===== src/design/cvf_div.sv =====
module cvf_div #(
  parameter int DW  = 56,
  parameter int VW  = 24,
  parameter int BPS = 4,
  parameter int TW  = 1
) (
  input  logic          clk,
  input  logic          rst_n,
  input  logic [DW-1:0] num,
  input  logic [VW-1:0] den,
  input  logic [TW-1:0] tag_in,
  output logic [DW-1:0] quo,
  output logic [TW-1:0] tag_out
);
  localparam int STG = DW / BPS;

  logic [DW-1:0] nn_r [STG];
  logic [VW-1:0] rm_r [STG];
  logic [DW-1:0] q_r  [STG];
  logic [VW-1:0] d_r  [STG];
  logic [TW-1:0] tg_r [STG];

  for (genvar s = 0; s < STG; s++) begin : g_stage
    logic [DW-1:0] nn_i;
    logic [VW-1:0] rm_i;
    logic [DW-1:0] q_i;
    logic [VW-1:0] d_i;
    logic [TW-1:0] tg_i;
    logic [DW-1:0] nn_nxt;
    logic [VW-1:0] rm_nxt;
    logic [DW-1:0] q_nxt;

    if (s == 0) begin : g_first
      assign nn_i = num;
      assign rm_i = '0;
      assign q_i = '0;
      assign d_i = den;
      assign tg_i = tag_in;
    end else begin : g_next
      assign nn_i = nn_r[s-1];
      assign rm_i = rm_r[s-1];
      assign q_i = q_r[s-1];
      assign d_i = d_r[s-1];
      assign tg_i = tg_r[s-1];
    end

    always_comb begin
      logic [VW:0] r;
      nn_nxt = nn_i;
      rm_nxt = rm_i;
      q_nxt = q_i;
      for (int b = 0; b < BPS; b++) begin
        r = {rm_nxt, nn_nxt[DW-1]};
        nn_nxt = {nn_nxt[DW-2:0], 1'b0};
        if (r >= {1'b0, d_i}) begin
          r = r - {1'b0, d_i};
          q_nxt = {q_nxt[DW-2:0], 1'b1};
        end else begin
          q_nxt = {q_nxt[DW-2:0], 1'b0};
        end
        rm_nxt = r[VW-1:0];
      end
    end

    always_ff @(posedge clk) begin
      nn_r[s] <= nn_nxt;
      rm_r[s] <= rm_nxt;
      q_r[s] <= q_nxt;
      d_r[s] <= d_i;
    end

    always_ff @(posedge clk) begin
      if (!rst_n) begin
        tg_r[s] <= '0;
      end else begin
        tg_r[s] <= tg_i;
      end
    end
  end

  assign quo = q_r[STG-1];
  assign tag_out = tg_r[STG-1];

endmodule


===== config.mk =====
export PLATFORM = sky130hd
export DESIGN_NAME = cvf_div
export DESIGN_NICKNAME = d
export VERILOG_FILES = /design/src/design/cvf_div.sv
export SDC_FILE = /design/constraint.sdc
export NUM_CORES = 2
export LEC_CHECK = 0
export BUFFER_PORTS_ARGS = -buffer_cell sky130_fd_sc_hd__clkbuf_2
export CAP_MARGIN = 20
export CORE_ASPECT_RATIO = 1.4
export CORE_UTILIZATION = 45
export CTS_BUF_LIST = sky130_fd_sc_hd__clkbuf_8
export DETAILED_ROUTE_END_ITERATION = 12
export GPL_ROUTABILITY_DRIVEN = 1
export GPL_TIMING_DRIVEN = 1
export SLEW_MARGIN = 20
export SYNTH_ARGS = -nofsm -noshare
export SYNTH_HDL_FRONTEND = slang
export SYNTH_SLANG_ARGS = --single-unit

===== constraint.sdc =====
create_clock -name clk -period 16.25 [get_ports clk]
set_input_delay 0.8125 -clock clk [delete_from_list [all_inputs] [get_ports clk]]
set_output_delay 0.8125 -clock clk [all_outputs]
set_load 0.01 [all_outputs]

==> metrics.md <==
| Metric | Value |
|---|---|
| Status | `completed` |
| Mapped Cells | `12200` |
| Largest cells by area after synthesis | `dfxtp_1 27%, ha_1 16%, xnor2_1 5.9%` |
| TritonCTS clock tree | `built` |
| Iter 0 DRT Violations | `between 5000 and 6000` |
| Die Area | `236000 sq um` |
| Hold depth | `1` |
| Global-route wire length before repair | `between 500 and 600 mm` |
| Max stage delay cell, worst path | `a211oi_4` |
| Post-cts sizing count | `0` |
| Average size of a mapped cell | `approximately 8.6 sq um` |
| Maximum level of the CTS H-tree | `4` |
| Initial antenna violation count | `7` |
| R2r endpoint | `rm_r[1][5]$_DFF_P_` |
| Post-synth top flop | `dfxtp_1` |
| Tmin final | `14310 ps` |
| Routed WL per cell | `20.6 um` |
| Final Hold Viols | `0` |
| Post-synth EDFFs | `0` |
| Critical path peak fanout | `36` |
| WS Path Type | `reg2reg` |
| Final period utilization | `88.1%` |
| R2R setup slack | `1940 ps` |
| Total Wirelength | `around 320 mm` |
| # IOs | `140` |
| Worst EP required | `roughly 17000 ps` |
| Clk Latency, worst-skew pair | `1050 ps` |
| Row cnt | `209` |
| Vias in the first global route | `90900` |
| FMAX | `69.9 MHz` |
| Synthesis-stage register bit count | `1422` |
| Hold path startpoint | `den[0]` |
| R2R Path Start | `d_r[0][169]$_DFF_P_` |
| Leading area contributor after synthesis | `dfxtp_1` |
| Clk buf depth | `4` |
| Top cells by count, synth | `1422 x dfxtp_1, 1322 x ha_1, 1094 x a21oi_1` |
| RSZ-0062 raised after global routing | `false` |
| Skew final | `89.0 ps` |
| Yosys warnings | `0` |
| Slowest stage delay, CP | `710 ps` |
| Max-Cap Viols | `0` |
| Final core occ | `49.7%` |
| Vias per inst | `5.82` |
| CP startpoint kind | `flop` |
| Final setup vio count | `0` |
| Root buffer cell | `clkbuf_8` |
| CTS sink count | `1422` |
| Starting Density | `45.4%` |
| Synth async-reset ratio | `0%` |
| Tot GR Track Use | `26.5%` |
| RD Place Congestion | `0.952` |
| Share of the synthesized area in the top cell type | `27.0%` |
| Hpwl dp | `roughly 260 mm` |
| Normalized max-slew margin | `a little under 30%` |
| Share of layout cells above drive strength 1 | `under 10%` |
| CP dominant cell by count | `a21oi_1` |
| Crit path capture type | `flop` |
| Library cells used by synthesis | `110` |
| Worst-margin pin slew | `1060 ps` |
| Hold EP | `d_r[0][0]$_DFF_P_` |
| Layout area overhead | `9.54%` |
| GRT overflow | `0` |
| 1st-pass router iterations | `10` |
| Via count | `91700` |
| Drc violations | `0` |
| # port buffers | `139` |
| Largest net degree at the start of global routing | `42` |
| Antenna viol nets, final | `0` |
| Placeable Area | `between 200000 and 250000 sq um` |
| Worst Reg2Reg Path Length in Cells | `53` |
| TNS Setup | `0 ps` |
| Netlist Area Pre-Place | `between 100000 and 150000 sq um` |
| Num CTS Buffers | `231` |
| Die width | `411 um` |
| Hold Crit Class | `in2reg` |
| Die Span Y | `approximately 570 um` |
| Post-synthesis sequential area ratio | `between 20 and 30%` |
| Nets@finish | `approximately 14000` |
| Syn nets | `approximately 14000` |
| Clock-pin slew on the worst setup and hold paths | `about 60 ps` |
| Cell with the most instances after synthesis | `dfxtp_1` |
| Slew Limit Fails | `0` |
| WP data arrival | `15180 ps` |
## worst max-delay path: cells and delay by family (launching register included)
| kind | cells | cell delay (ps) |
|---|---|---|
| AOI/OAI and AO/OA | 27 | 7630 |
| and+or+nand+nor | 14 | 2960 |
| buffers and inverters | 7 | 1860 |
| adders and majority gates | 4 | 1230 |
| DFF | 1 | 330 |
| muxes | 1 | 130 |
## repair_timing
| item | 4_1_cts | 5_1_grt |
|---|---|---|
| hold buffers | 73 | 0 |
| setup buffers | 0 | 0 |
| hold endpoints to repair | 73 | 0 |
## cells in the final DEF, fill, tap and decap left out, drive strengths merged, types with 47 or more instances in the layout
master,count
or3,76
a31oi,100
xnor2,709
nor4,62
and3,157
o31ai,78
fa,54
mux2i,108
or2,59
o211ai,64
o21bai,158
o31a,47
nand3,220
dlygate4sd3,73
nand2b,164
and2,93
clkbuf,414
nand4,194
nor2,830
nor2b,157
ha,1322
a221o,113
a21o,488
inv,851
o21ai,748
nor3,206
xor2,308
mux2,575
buf,55
o21a,185
nand2,713
a211oi,120
a21oi,1097
dfxtp,1422
## state kept, by name (all words and copies together), names as in the netlist
| name | flops |
|---|---|
| nn_r | 364 |
| tg_r | 14 |
| d_r | 312 |
| q_r | 420 |
| rm_r | 312 |
## logic make-up (layout without fill, tap and decap cells)
logic type / count (synthesis) / in the layout / share of synthesized area, %
AO/OA/AOI/OAI: 3637 / 3637 / 22.5
XOR/XNOR: 1017 / 1017 / 8.45
adder cells (fa/ha/maj): 1376 / 1376 / 16.7
buffers and inverters: 1032 / 1474 / 3.79
flip-flops: 1422 / 1422 / 27.0
multiplexers: 683 / 683 / 7.26
other: 0 / 11 / 0
AND/OR/NAND/NOR: 3058 / 3058 / 14.3
## cell type report
class / instances / area (sq um)
Antenna cell: 11 / 27.5
Clock buffer: 275 / 3780
Sequential cell: 1422 / 28500
Clock inverter: 131 / 1460
Timing Repair Buffer: 267 / 1840
Tap cell: 3059 / 3830
Fill cell: 22300 / 117000
Inverter: 801 / 3010
Multi-Input combinational cell: 9771 / 73000
## how the worst max path moves through the flow
stage	to	start	slack [ps]	depth (start not counted)
final	rm_r[1][5]$_DFF_P_	d_r[0][169]$_DFF_P_	1940	53
after global routing	rm_r[1][9]$_DFF_P_	d_r[0][169]$_DFF_P_	740	52
after CTS	rm_r[1][5]$_DFF_P_	d_r[0][169]$_DFF_P_	2030	53
after detailed placement	rm_r[1][5]$_DFF_P_	d_r[0][169]$_DFF_P_	2120	53
after global placement	rm_r[1][5]$_DFF_P_	d_r[0][169]$_DFF_P_	2320	53
after floorplan	rm_r[1][75]$_DFF_P_	d_r[1][49]$_DFF_P_	4290	52
## through the flow
stage                     std cells  setup slack, ps  hold WS (ps)  cell area [sq um]
after global placement        15200             2320           310             109000
after detailed placement      15200             2120           312             109000
after CTS                     15700             2030          9.75             115000
final                         15700             1940          96.3             115000
after floorplan               12200             4290           310             105000
after global routing          15700              738          34.1             115000
## per-layer routing
| metal | track usage, % | routed length (um) |
|---|---|---|
| met5 | 0 | 11 |
| met4 | 16.3 | 21800 |
| met3 | 2.78 | 12300 |
| met2 | 48.5 | 163000 |
| met1 | 29.2 | 128000 |
Power is not shown: default switching activity piles up to over one toggle a cycle in this logic, so the estimate is an artifact.
